File: src/sv/amst_pkg.sv
`default_nettype none

package amst_pkg;

  localparam int SLOTS  = 16;
  localparam int SLOT_W = (SLOTS > 1) ? $clog2(SLOTS) : 1;
  localparam int AGE_W  = SLOT_W;

  localparam int FUNC_W  = 4;
  localparam int MASK_W  = 16;
  localparam int INDEX_W = 4;
  localparam int LEN_W   = 8;
  localparam int RSLOT_W = 4;

  localparam int          APB_DW      = 32;
  localparam int          APB_AW      = 3;
  localparam int          REG_COUNT   = 1;
  localparam logic [0:0]  REG_MAX_LEN = 1'b0;
  localparam logic [LEN_W-1:0] MAX_LEN_RESET = 8'd32;

  typedef enum logic [1:0] {
    KIND_FREE = 2'd0,
    KIND_NET  = 2'd1,
    KIND_DATA = 2'd2
  } kind_e;

  typedef enum logic [FUNC_W-1:0] {
    FN_ADD_NET_AGE = 4'd0,
    FN_ADD_NET     = 4'd1,
    FN_ADD_DATA    = 4'd2,
    FN_FIND_NET    = 4'd3,
    FN_FIND_DATA   = 4'd4,
    FN_ERASE       = 4'd5,
    FN_SET_CH      = 4'd6,
    FN_CLEAR_CH    = 4'd7,
    FN_AGE         = 4'd8
  } func_e;

  typedef enum logic [2:0] {
    ST_IDLE,
    ST_ALLOC,
    ST_AGE,
    ST_FIND,
    ST_UPDATE,
    ST_DONE
  } state_e;

endpackage

`default_nettype wire

File: src/sv/amst_if.sv
`default_nettype none

interface amst_req_if;
  logic                          valid;
  logic                          ready;
  logic [amst_pkg::FUNC_W-1:0]   func;
  logic [amst_pkg::MASK_W-1:0]   channel_mask;
  logic [amst_pkg::INDEX_W-1:0]  slot_index;
  logic [amst_pkg::LEN_W-1:0]    frame_length;

  modport source (output valid, func, channel_mask, slot_index, frame_length, input ready);
  modport sink   (input valid, func, channel_mask, slot_index, frame_length, output ready);
endinterface

interface amst_rsp_if;
  logic                          valid;
  logic                          ready;
  logic [amst_pkg::RSLOT_W-1:0]  result_slot;
  logic                          found;
  logic                          table_full;

  modport source (output valid, result_slot, found, table_full, input ready);
  modport sink   (input valid, result_slot, found, table_full, output ready);
endinterface

`default_nettype wire

File: src/sv/aged_message_slot_table_top.sv
// Channel  Dir  Handshake             Beat
// req_i    in   valid/ready           func, channel_mask, slot_index, frame_length
// rsp_o    out  valid/ready           result_slot, found, table_full
// cfg      in   APB, pready tied high max_frame_length at word 0
//
// One request at a time; req_i.ready is high only while the sequencer is idle.
// Each request: accept, scan, done. Scan: add visits 1..SLOTS slots, plus SLOTS for the
// add-with-age pass; find, age: SLOTS; erase/set/clear: 1; rejected add, bad func: none.
// All scans step one slot per cycle through a single slot read/modify/write unit.
// Reset clears the whole slot table in flip-flops at once; no clearing pass.
// A stalled rsp_o holds its beat; the next finished beat waits in the done state.
`default_nettype none

module aged_message_slot_table_top (
  input  wire                          clk_i,
  input  wire                          rst_ni,
  amst_req_if.sink                     req_i,
  amst_rsp_if.source                   rsp_o,
  input  wire                          psel_i,
  input  wire                          penable_i,
  input  wire                          pwrite_i,
  input  wire [amst_pkg::APB_AW-1:0]   paddr_i,
  input  wire [amst_pkg::APB_DW-1:0]   pwdata_i,
  output logic [amst_pkg::APB_DW-1:0]  prdata_o,
  output logic                         pready_o
);

  localparam int SW = amst_pkg::SLOT_W;
  localparam int AW = amst_pkg::AGE_W;
  localparam int MW = amst_pkg::MASK_W;
  localparam logic [SW-1:0] LAST    = SW'(amst_pkg::SLOTS - 1);
  localparam logic [AW-1:0] AGE_TOP = AW'(amst_pkg::SLOTS - 1);

  amst_pkg::kind_e           kind_q [amst_pkg::SLOTS];
  logic [MW-1:0]             chan_q [amst_pkg::SLOTS];
  logic [AW-1:0]             age_q  [amst_pkg::SLOTS];

  amst_pkg::state_e          state_q, state_d;
  logic [SW-1:0]             cnt_q, cnt_d;
  amst_pkg::func_e           func_q, func_d;
  logic [MW-1:0]             mask_q, mask_d;
  logic [SW-1:0]             idx_q, idx_d;
  logic [SW-1:0]             best_q, best_d;
  logic [AW-1:0]             best_age_q, best_age_d;
  logic                      hit_q, hit_d;
  logic                      full_q, full_d;
  logic [amst_pkg::LEN_W-1:0] max_len_q;

  logic                      out_valid_q;
  logic [amst_pkg::RSLOT_W-1:0] out_slot_q;
  logic                      out_found_q;
  logic                      out_full_q;

  logic                      accept;
  logic                      out_load;
  logic                      cfg_wr;
  logic                      idx_ok;
  logic                      too_long;
  amst_pkg::func_e           in_func;

  logic [SW-1:0]             rd_addr;
  amst_pkg::kind_e           rd_kind;
  logic [MW-1:0]             rd_chan;
  logic [AW-1:0]             rd_age;
  logic                      wr_en;
  logic [SW-1:0]             wr_addr;
  amst_pkg::kind_e           wr_kind;
  logic [MW-1:0]             wr_chan;
  logic [AW-1:0]             wr_age;
  amst_pkg::kind_e           want_kind;
  logic                      match;

  assign in_func  = amst_pkg::func_e'(req_i.func);
  assign accept   = req_i.valid && req_i.ready;
  assign idx_ok   = 32'(req_i.slot_index) < amst_pkg::SLOTS;
  assign too_long = req_i.frame_length > max_len_q;
  assign out_load = (state_q == amst_pkg::ST_DONE) && (!out_valid_q || rsp_o.ready);

  assign req_i.ready       = (state_q == amst_pkg::ST_IDLE);
  assign rsp_o.valid       = out_valid_q;
  assign rsp_o.result_slot = out_slot_q;
  assign rsp_o.found       = out_found_q;
  assign rsp_o.table_full  = out_full_q;

  assign cfg_wr   = psel_i && penable_i && pwrite_i && pready_o;
  assign pready_o = 1'b1;
  always_comb begin
    prdata_o = '0;
    if (paddr_i[amst_pkg::APB_AW-1] == amst_pkg::REG_MAX_LEN) begin
      prdata_o = amst_pkg::APB_DW'(max_len_q);
    end
  end

  assign rd_addr   = (state_q == amst_pkg::ST_UPDATE) ? idx_q : cnt_q;
  assign rd_kind   = kind_q[rd_addr];
  assign rd_chan   = chan_q[rd_addr];
  assign rd_age    = age_q[rd_addr];
  assign want_kind = (func_q == amst_pkg::FN_FIND_DATA) ? amst_pkg::KIND_DATA
                                                         : amst_pkg::KIND_NET;
  assign match     = (rd_kind == want_kind) && ((rd_chan & mask_q) != '0) &&
                     (!hit_q || (rd_age < best_age_q));

  always_comb begin
    state_d = state_q;
    case (state_q)
      amst_pkg::ST_IDLE: begin
        if (accept) begin
          case (in_func)
            amst_pkg::FN_ADD_NET_AGE,
            amst_pkg::FN_ADD_NET,
            amst_pkg::FN_ADD_DATA: state_d = too_long ? amst_pkg::ST_DONE : amst_pkg::ST_ALLOC;
            amst_pkg::FN_FIND_NET,
            amst_pkg::FN_FIND_DATA: state_d = amst_pkg::ST_FIND;
            amst_pkg::FN_ERASE,
            amst_pkg::FN_SET_CH,
            amst_pkg::FN_CLEAR_CH: state_d = idx_ok ? amst_pkg::ST_UPDATE : amst_pkg::ST_DONE;
            amst_pkg::FN_AGE: state_d = amst_pkg::ST_AGE;
            default: state_d = amst_pkg::ST_DONE;
          endcase
        end
      end
      amst_pkg::ST_ALLOC: begin
        if (rd_kind == amst_pkg::KIND_FREE || cnt_q == LAST) begin
          state_d = (func_q == amst_pkg::FN_ADD_NET_AGE) ? amst_pkg::ST_AGE
                                                          : amst_pkg::ST_DONE;
        end
      end
      amst_pkg::ST_AGE,
      amst_pkg::ST_FIND: begin
        if (cnt_q == LAST) begin
          state_d = amst_pkg::ST_DONE;
        end
      end
      amst_pkg::ST_UPDATE: state_d = amst_pkg::ST_DONE;
      amst_pkg::ST_DONE: begin
        if (out_load) begin
          state_d = amst_pkg::ST_IDLE;
        end
      end
      default: state_d = amst_pkg::ST_IDLE;
    endcase
  end

  always_comb begin
    cnt_d      = cnt_q;
    func_d     = func_q;
    mask_d     = mask_q;
    idx_d      = idx_q;
    best_d     = best_q;
    best_age_d = best_age_q;
    hit_d      = hit_q;
    full_d     = full_q;
    wr_en      = 1'b0;
    wr_addr    = rd_addr;
    wr_kind    = rd_kind;
    wr_chan    = rd_chan;
    wr_age     = rd_age;
    case (state_q)
      amst_pkg::ST_IDLE: begin
        if (accept) begin
          func_d = in_func;
          mask_d = req_i.channel_mask;
          idx_d  = SW'(req_i.slot_index);
          best_d = '0;
          hit_d  = 1'b0;
          full_d = 1'b0;
          cnt_d  = '0;
        end
      end
      amst_pkg::ST_ALLOC: begin
        wr_kind = (func_q == amst_pkg::FN_ADD_DATA) ? amst_pkg::KIND_DATA
                                                     : amst_pkg::KIND_NET;
        wr_chan = mask_q;
        wr_age  = AGE_TOP;
        if (rd_kind == amst_pkg::KIND_FREE) begin
          wr_en  = 1'b1;
          wr_addr = cnt_q;
          best_d = cnt_q;
          hit_d  = 1'b1;
          cnt_d  = '0;
        end else if (cnt_q == LAST) begin
          wr_en   = 1'b1;
          wr_addr = '0;
          best_d  = '0;
          hit_d   = 1'b1;
          full_d  = 1'b1;
          cnt_d   = '0;
        end else begin
          cnt_d = cnt_q + SW'(1);
        end
      end
      amst_pkg::ST_AGE: begin
        wr_en = 1'b1;
        if (rd_kind != amst_pkg::KIND_FREE) begin
          if (rd_age == '0) begin
            if (rd_chan == '0) begin
              wr_kind = amst_pkg::KIND_FREE;
            end
          end else begin
            wr_age = rd_age - AW'(1);
          end
        end
        cnt_d = (cnt_q == LAST) ? '0 : cnt_q + SW'(1);
      end
      amst_pkg::ST_FIND: begin
        if (match) begin
          best_d     = cnt_q;
          best_age_d = rd_age;
          hit_d      = 1'b1;
        end
        cnt_d = (cnt_q == LAST) ? '0 : cnt_q + SW'(1);
      end
      amst_pkg::ST_UPDATE: begin
        wr_en = 1'b1;
        case (func_q)
          amst_pkg::FN_ERASE: begin
            wr_kind = amst_pkg::KIND_FREE;
            wr_chan = '0;
          end
          amst_pkg::FN_SET_CH:   wr_chan = rd_chan | mask_q;
          amst_pkg::FN_CLEAR_CH: wr_chan = rd_chan & ~mask_q;
          default:               wr_en   = 1'b0;
        endcase
      end
      default: ;
    endcase
  end

  always_ff @(posedge clk_i or negedge rst_ni) begin
    if (!rst_ni) begin
      state_q     <= amst_pkg::ST_IDLE;
      cnt_q       <= '0;
      hit_q       <= 1'b0;
      full_q      <= 1'b0;
      out_valid_q <= 1'b0;
      max_len_q   <= amst_pkg::MAX_LEN_RESET;
      for (int i = 0; i < amst_pkg::SLOTS; i++) begin
        kind_q[i] <= amst_pkg::KIND_FREE;
        chan_q[i] <= '0;
        age_q[i]  <= '0;
      end
    end else begin
      state_q <= state_d;
      cnt_q   <= cnt_d;
      hit_q   <= hit_d;
      full_q  <= full_d;
      if (cfg_wr && paddr_i[amst_pkg::APB_AW-1] == amst_pkg::REG_MAX_LEN) begin
        max_len_q <= pwdata_i[amst_pkg::LEN_W-1:0];
      end
      if (wr_en) begin
        kind_q[wr_addr] <= wr_kind;
        chan_q[wr_addr] <= wr_chan;
        age_q[wr_addr]  <= wr_age;
      end
      if (out_load) begin
        out_valid_q <= 1'b1;
      end else if (rsp_o.ready) begin
        out_valid_q <= 1'b0;
      end
    end
  end

  always_ff @(posedge clk_i) begin
    func_q     <= func_d;
    mask_q     <= mask_d;
    idx_q      <= idx_d;
    best_q     <= best_d;
    best_age_q <= best_age_d;
    if (out_load) begin
      out_slot_q  <= hit_q ? amst_pkg::RSLOT_W'(best_q) : '0;
      out_found_q <= hit_q;
      out_full_q  <= full_q;
    end
  end

`ifndef SYNTHESIS
  a_busy_after_accept: assert property (@(posedge clk_i) disable iff (!rst_ni)
    accept |=> !req_i.ready)
    else $error("request taken while sequencer busy");

  a_idle_count_zero: assert property (@(posedge clk_i) disable iff (!rst_ni)
    (state_q == amst_pkg::ST_IDLE) |-> (cnt_q == '0))
    else $error("scan counter not parked at zero");

  a_full_implies_found: assert property (@(posedge clk_i) disable iff (!rst_ni)
    out_valid_q |-> (!out_full_q || out_found_q))
    else $error("table_full without found");

  a_beat_from_done: assert property (@(posedge clk_i) disable iff (!rst_ni)
    $rose(out_valid_q) |-> $past(state_q == amst_pkg::ST_DONE))
    else $error("response beat loaded outside done state");
`endif

endmodule

`default_nettype wire

File: src/flat_wrapper.sv
// flat-port wrapper written by rule: the top's interface ports become plain ports
module aged_message_slot_table_top_flat 
  (clk_i, rst_ni, psel_i, penable_i, pwrite_i, paddr_i, pwdata_i, prdata_o, pready_o, req_i_valid, req_i_func, req_i_channel_mask, req_i_slot_index, req_i_frame_length, req_i_ready, rsp_o_valid, rsp_o_result_slot, rsp_o_found, rsp_o_table_full, rsp_o_ready);
  amst_req_if req_i_i ();
  amst_rsp_if rsp_o_i ();
  input  wire clk_i;
  input  wire rst_ni;
  input  wire psel_i;
  input  wire penable_i;
  input  wire pwrite_i;
  input  wire [amst_pkg::APB_AW-1:0] paddr_i;
  input  wire [amst_pkg::APB_DW-1:0] pwdata_i;
  output logic [amst_pkg::APB_DW-1:0] prdata_o;
  output logic pready_o;
  input wire logic [$bits(req_i_i.valid)-1:0] req_i_valid;
  input wire logic [$bits(req_i_i.func)-1:0] req_i_func;
  input wire logic [$bits(req_i_i.channel_mask)-1:0] req_i_channel_mask;
  input wire logic [$bits(req_i_i.slot_index)-1:0] req_i_slot_index;
  input wire logic [$bits(req_i_i.frame_length)-1:0] req_i_frame_length;
  output wire logic [$bits(req_i_i.ready)-1:0] req_i_ready;
  output wire logic [$bits(rsp_o_i.valid)-1:0] rsp_o_valid;
  output wire logic [$bits(rsp_o_i.result_slot)-1:0] rsp_o_result_slot;
  output wire logic [$bits(rsp_o_i.found)-1:0] rsp_o_found;
  output wire logic [$bits(rsp_o_i.table_full)-1:0] rsp_o_table_full;
  input wire logic [$bits(rsp_o_i.ready)-1:0] rsp_o_ready;
  assign req_i_i.valid = req_i_valid;
  assign req_i_i.func = req_i_func;
  assign req_i_i.channel_mask = req_i_channel_mask;
  assign req_i_i.slot_index = req_i_slot_index;
  assign req_i_i.frame_length = req_i_frame_length;
  assign req_i_ready = req_i_i.ready;
  assign rsp_o_valid = rsp_o_i.valid;
  assign rsp_o_result_slot = rsp_o_i.result_slot;
  assign rsp_o_found = rsp_o_i.found;
  assign rsp_o_table_full = rsp_o_i.table_full;
  assign rsp_o_i.ready = rsp_o_ready;
  aged_message_slot_table_top u_core (.clk_i(clk_i), .rst_ni(rst_ni), .req_i(req_i_i), .rsp_o(rsp_o_i), .psel_i(psel_i), .penable_i(penable_i), .pwrite_i(pwrite_i), .paddr_i(paddr_i), .pwdata_i(pwdata_i), .prdata_o(prdata_o), .pready_o(pready_o));
endmodule
File: config.mk
export PLATFORM = sky130hd
export DESIGN_NAME = aged_message_slot_table_top_flat
export DESIGN_NICKNAME = d
export VERILOG_FILES = /design/src/sv/amst_pkg.sv /design/src/sv/amst_if.sv /design/src/sv/aged_message_slot_table_top.sv /design/src/flat_wrapper.sv
export SDC_FILE = /design/constraint.sdc
export NUM_CORES = 1
export LEC_CHECK = 0
export BUFFER_PORTS_ARGS = -buffer_cell sky130_fd_sc_hd__buf_2
export CAP_MARGIN = 20
export CORE_MARGIN = 5
export CORE_UTILIZATION = 64
export CTS_BUF_LIST = sky130_fd_sc_hd__clkbuf_4 sky130_fd_sc_hd__clkbuf_8
export CTS_CLUSTER_DIAMETER = 120
export DETAILED_ROUTE_END_ITERATION = 8
export PLACE_DENSITY = 0.92
export SYNTH_ARGS = -nofsm -noshare
export SYNTH_HDL_FRONTEND = slang
export SYNTH_SLANG_ARGS = --single-unit
File: constraint.sdc
create_clock -name clk_i -period 4.86 [get_ports clk_i]
set_input_delay 1.458 -clock clk_i [delete_from_list [all_inputs] [get_ports clk_i]]
set_output_delay 1.458 -clock clk_i [all_outputs]
set_load 0.05 [all_outputs]
; ---- Word level (Yosys, flattened, before mapping)
; Cells that the tools add are included.
[op_classes]
n_mux = 64
n_bitwise = 7
reduce_logical = 36
eq_ne = 28
n_addsub = 2
magnitude_cmp = 5
[ops]
columns = operator, count
row1 = $bwmux 256, 1
row2 = $bmux 16 s4, 1
row3 = $bwmux 64, 1
row4 = $demux 16 s4, 1
row5 = $mux 4, 15
row6 = $mux 16, 3
row7 = $pmux 16 s3, 1
row8 = $and 16x16->16, 2
row9 = $bwmux 32, 1
row10 = $eq 4x3->1 const B, 8
row11 = $pmux 16 s2, 1
row12 = $pmux 4 s3, 2
row13 = $mux 2, 9
row14 = $mux 3, 6
row15 = $bmux 4 s4, 1
row16 = $demux 4 s4, 1
row17 = $logic_not 16->1, 1
row18 = $not 16->16, 1
row19 = $or 16x16->16, 1
row20 = $reduce_bool 16->1, 1
row21 = $pmux 3 s5, 1
row22 = $eq 4x2->1 const B, 3
row23 = $logic_not 4->1, 3
row24 = $pmux 3 s4, 1
row25 = 36 further kinds, 76
[totals]
wordCells = 204
regBits = 408

; ---- Logic depth before layout (Yosys ltp)
[depth]
depth_word = 15
depth_mapped = 19

; ---- Least setup slack after synthesis
; Ideal clock, no wire load.
[synth_timing]
path_kind = register to register
from = register u_core.state_q[1]
to = register u_core.best_q[0], enable pin
arrival_time_ns = 3.707
n_path_buf = 4
t_required_ns = 4.486
stages_incl_launch_ff = 17
setup_time_ns = 0.374
slack_ns = 0.779
cell_sequence = dfrtp_1 > buf_2 > and4bb_2 > buf_4 > a21o_1 > buf_2 > buf_1 > mux2i_1 > mux2i_1 > a32oi_1 > nand3_1 > ha_1 > a21boi_1 > a2111oi_2 > o211ai_1 > o21bai_1 > a221oi_1
[synth_via]
elab_cells_between_ends = 29
cone_classes = order compare: 1 / eq/ne: 7 / mux: 10 / bitwise: 2 / reduce/logical: 9
[synth_lines]
columns = item, line
row1 = from (decl), aged_message_slot_table_top.sv:38  ; amst_pkg::state_e state_q, state_d;
row2 = from (signal assigned), aged_message_slot_table_top.sv:231  ; state_q <= amst_pkg::ST_IDLE;
row3 = from (signal assigned), aged_message_slot_table_top.sv:243  ; state_q <= state_d;
row4 = $eq 3x3->1, aged_message_slot_table_top.sv:94  ; assign rd_addr = (state_q == amst_pkg::ST_UPDATE) ? idx_q : cnt_q;
row5 = $mux 4, aged_message_slot_table_top.sv:94
row6 = $not 4->5 (not written as such), aged_message_slot_table_top.sv:97  ; assign rd_age = age_q[rd_addr];
row7 = $bmux 4 s4, aged_message_slot_table_top.sv:97
row8 = $mux 4 (not written as such) (2 in series), aged_message_slot_table_top.sv:97
row9 = via u_core.rd_age[1], aged_message_slot_table_top.sv:64  ; logic [AW-1:0] rd_age;
row10 = $lt 4x4->1, aged_message_slot_table_top.sv:101  ; (!hit_q || (rd_age < best_age_q));
row11 = $logic_or 1x1->1, aged_message_slot_table_top.sv:101
row12 = $logic_and 1x1->1, aged_message_slot_table_top.sv:100  ; assign match = (rd_kind == want_kind) && ((rd_chan & mask_q) != '0) &&
row13 = $ne 2x1->1 (no line), --
row14 = $reduce_and 4->1 (no line), --
row15 = to (signal assigned), aged_message_slot_table_top.sv:267  ; best_q <= best_d;
row16 = to (decl), aged_message_slot_table_top.sv:43  ; logic [SW-1:0] best_q, best_d;
; The timed path passes the listed nets, and every way through them passes these cells. The select of a mux whose other input is x is not followed.
; A chain may end at the register's enable or synchronous reset.

; ---- Worst setup path after layout
[layout_timing]
from = register u_core.state_q[2]
to = register u_core.best_q[2], enable pin
[layout_via]
elab_chain_cells = 12
elab_cells_between_ends = 29
cone_classes = order compare: 1 / eq/ne: 7 / mux: 10 / bitwise: 2 / reduce/logical: 9
[layout_lines]
columns = item, line
row1 = $eq 3x3->1, aged_message_slot_table_top.sv:94
row2 = $mux 4, aged_message_slot_table_top.sv:94
row3 = $not 4->5 (not written as such), "aged_message_slot_table_top.sv:95, aged_message_slot_table_top.sv:96, aged_message_slot_table_top.sv:97"
row4 = $bmux 16 s4, aged_message_slot_table_top.sv:96  ; assign rd_chan = chan_q[rd_addr];
row5 = $mux 16 (not written as such) (2 in series), aged_message_slot_table_top.sv:96
row6 = $and 16x16->16, aged_message_slot_table_top.sv:100
row7 = $reduce_bool 16->1, aged_message_slot_table_top.sv:100
row8 = $logic_and 1x1->1 (2 in series), aged_message_slot_table_top.sv:100
row9 = $ne 2x1->1 (no line), --
row10 = $reduce_and 4->1 (no line) (*), --
; Every way passes the cells marked *; elsewhere a longest branch is shown, timed or not. The select of a mux whose other input is x is not followed.

==> metrics.md <==
| Metric | Value |
|---|---|
| Largest net degree at the start of global routing | `114` |
| HPWL Detailed | `39170 um` |
| Slew @ Worst Pin | `0.9970 ns` |
| Root Driver | `clkbuf_8` |
| Post-synth cell types | `88` |
| GR Overflow Total | `0` |
| Final WL | `64620 um` |
| Power Total | `16.80 mW` |
| Share of cells above drive strength 1 | `38.86%` |
| Post-synth top flop | `dfrtp_1` |
| Power Density | `697.6 nW/um^2` |
| Utilization after layout | `71.98%` |
| First-pass GRT wire length | `99550 um` |
| Die width | `193.7 um` |
| Drt pass-1 iters | `8` |
| Mean post-synth cell area | `12.23 um^2` |
| Routed Antenna Nets | `0` |
| Yosys Warn Count | `0` |
| Reg area | `10400 um^2` |
| Critical Path Most Common Cell | `a221oi_1` |
| Vias in the first global route | `17320` |
| # nets final | `1943` |
| Via Count | `16780` |
| Finished Layout Cells | `2355` |
| Commonest cells after routing, fill and taps aside | `mux2_2 (367), dfrtp_1 (367), nand2_1 (160), clkbuf_8 (86), buf_4 (86)` |
| Hold Path Class | `reg2reg` |
| Fin crit share | `98.41%` |
| Worst skew pair latency | `0.62 ns` |
| # rows | `67` |
| N_diodes | `0` |
| Port-buffer cells | `63` |
| Max-cap check violation count | `0` |
| Worst-path clk slew | `0.06 ns` |
| Die Ht | `193.7 um` |
| Die area | `37520 um^2` |
| Area Growth Syn to Fin | `11.48%` |
| Max-slew headroom | `33.53%` |
| Core area | `33450 um^2` |
| Multi-input gate area | `10370 um^2` |
| Slowest CP cell | `or3b_2` |
| Placed Instances | `2230` |
| Starting DRC count in detailed routing | `2206` |
| Crit Path Max Fanout | `36` |
| Critical path arrival | `5.13 ns` |
| VDD IR max | `378.8 uV` |
| EDFF count, synth | `38` |
| CP required | `5.21 ns` |
| Critical-path cell list | `or3b_2 > a21o_1 > buf_12 > nor2_1 > a221oi_1 > a22oi_1 > inv_1 > a222oi_1 > nand3_1 > o21bai_1 > a221oi_1 > buf_4` |
| Global Route Usage Sum | `33.77%` |
| Critical path type | `reg2reg` |
| Clock buffer depth | `3` |
| H-tree depth | `3` |
| CTS tree | `yes` |
| Maximum clock frequency | `0.2091 GHz` |
| Netlist Area Pre-Place | `21600 um^2` |
| Post-synth ARST share | `90.69%` |
| Final hold vios | `0` |
| Initial core utilization | `64.57%` |
| WL/cell | `27.44 um` |
| Number of synthesized register bits | `408` |
| Sequential element share of the synthesized area | `48.16%` |
| Static Leak | `11.26 nW` |
| Final Max Slew Viols | `0` |
| I/O pins | `115` |
| Clock Skew | `0.04227 ns` |
| Status | `completed` |
| Clock sinks | `408` |
| Placer Congestion | `0.9331` |
| Min Tclk post-route | `4.783 ns` |
| Initial antenna violation count | `1` |
| Unrepaired setup endpoints after global routing | `no` |
| CP endpoint kind | `flop` |
| # DRC | `0` |
| Final setup viols | `0` |
| Post-Syn Instances | `1766` |
| Setup_tns | `0 ns` |
| Num CTS Buffers | `67` |
| Drt via density | `7.124` |
| Crit-path max cell delay | `0.71 ns` |
| Fillers | `1958` |
| Crit start category | `flop` |
## flip-flops by register name, indices dropped and copies added, names as in the netlist, 3 cells and up
register and count:
u_core.cnt_q 4, u_core.mask_q 16, u_core.idx_q 4, u_core.best_q 4, u_core.kind_q 32, u_core.func_q 4
u_core.chan_q 256, u_core.best_age_q 4, u_core.rsp_o.result_slot 4, u_core.max_len_q 8, u_core.state_q 3, u_core.age_q 64
## area by class of cell
type / instances / share of cell area [%]
multi-input cells: 1191 / 43.07
repair buffers: 161 / 5.062
inverters: 27 / 0.4209
well taps: 448 / 2.328
flip-flops and latches: 408 / 43.21
clock buffers: 108 / 5.602
clock inverters: 12 / 0.3066
## cells in the mapped netlist, types with 11 or more instances
master    instances  area share, %
buf_1            11           0.19
dfrtp_1         369             43
mux4_2           57            5.9
clkbuf_1         54           0.94
nor2_1           47           0.82
o22ai_1          12           0.35
buf_4            42            1.5
inv_1            25           0.43
a21oi_1          68            1.6
nand3_1          44            1.0
mux2_2          367             19
o21ai_0          45            1.0
a211oi_1         23           0.80
nor2b_1          18           0.52
nor3_1           11           0.25
buf_2            52            1.2
mux2i_1          86            4.0
ha_1             13           0.75
nand2_1         160            2.8
and2_1           25           0.72
a22oi_1          13           0.45
a221oi_1         19           0.77
edfxtp_1         38            5.3
## worst paths after layout
kind                              startpoint                      end  slack [ns]  cells after the start
min in group asynchronous             rst_ni       u_core.chan_q[208]        0.89                      1
max in group asynchronous             rst_ni          u_core.cnt_q[1]        2.75                      2
max                        u_core.state_q[2]         u_core.best_q[2]        0.08                     12
min reg2reg                    u_core.full_q  u_core.rsp_o.table_full        0.47                      0
min                            u_core.full_q  u_core.rsp_o.table_full        0.47                      0
max reg2reg                u_core.state_q[2]         u_core.best_q[2]        0.08                     12
## worst max-delay path: cells and delay by family, from the launching register on
family,cells,cell delay [ns]
AO/OA/AOI/OAI,6,1.91
AND/OR/NAND/NOR,3,1.54
buffers and inverters,3,0.54
flip-flops,1,0.50
## power breakdown
part | internal [mW] | switching [mW] | leakage [nW]
combinational | 3.22 | 5.14 | 5.17
clock | 1.76 | 1.42 | 0.751
sequential | 4.51 | 0.729 | 5.34
## cell families (layout without fill, tap and decap cells)
family	count (synthesis)	in the layout	share of synthesized area (%)
muxes	520	520	29.64
DFF	408	408	48.16
and+or+nand+nor	350	350	7.769
adders and majority gates	13	13	0.7531
xor gates and xnor gates	1	1	0.04056
buffers and inverters	190	308	4.472
AOI/OAI and AO/OA	282	282	9.136
other	2	25	0.03477
## per-stage QoR
step                      setup WS, ns  hold slack, ns  instance area (um^2)
after floorplan                 0.7791          0.4253                 21680
after global placement          0.2772          0.4346                 22560
after detailed placement        0.1940          0.4610                 22560
after CTS                      0.01178          0.4744                 23990
after global routing           0.04414          0.4951                 24080
final                          0.07719          0.4707                 24080
## metal layers
layer,vias to the layer above,track usage [%],part of all wire [%]
li1,6667,-,-
met1,8291,42.41,35
met2,1412,51.31,45
met3,405,10.67,13
met4,2,21.03,7.4
met5,-,0,0.022
## repair_timing
item / CTS / global route
setup endpoints to repair: 0 / 14
hold buffers: 0 / 0
setup buffers: 0 / 2
resized for setup: 0 / 4
(Power assumes the default switching activity.)
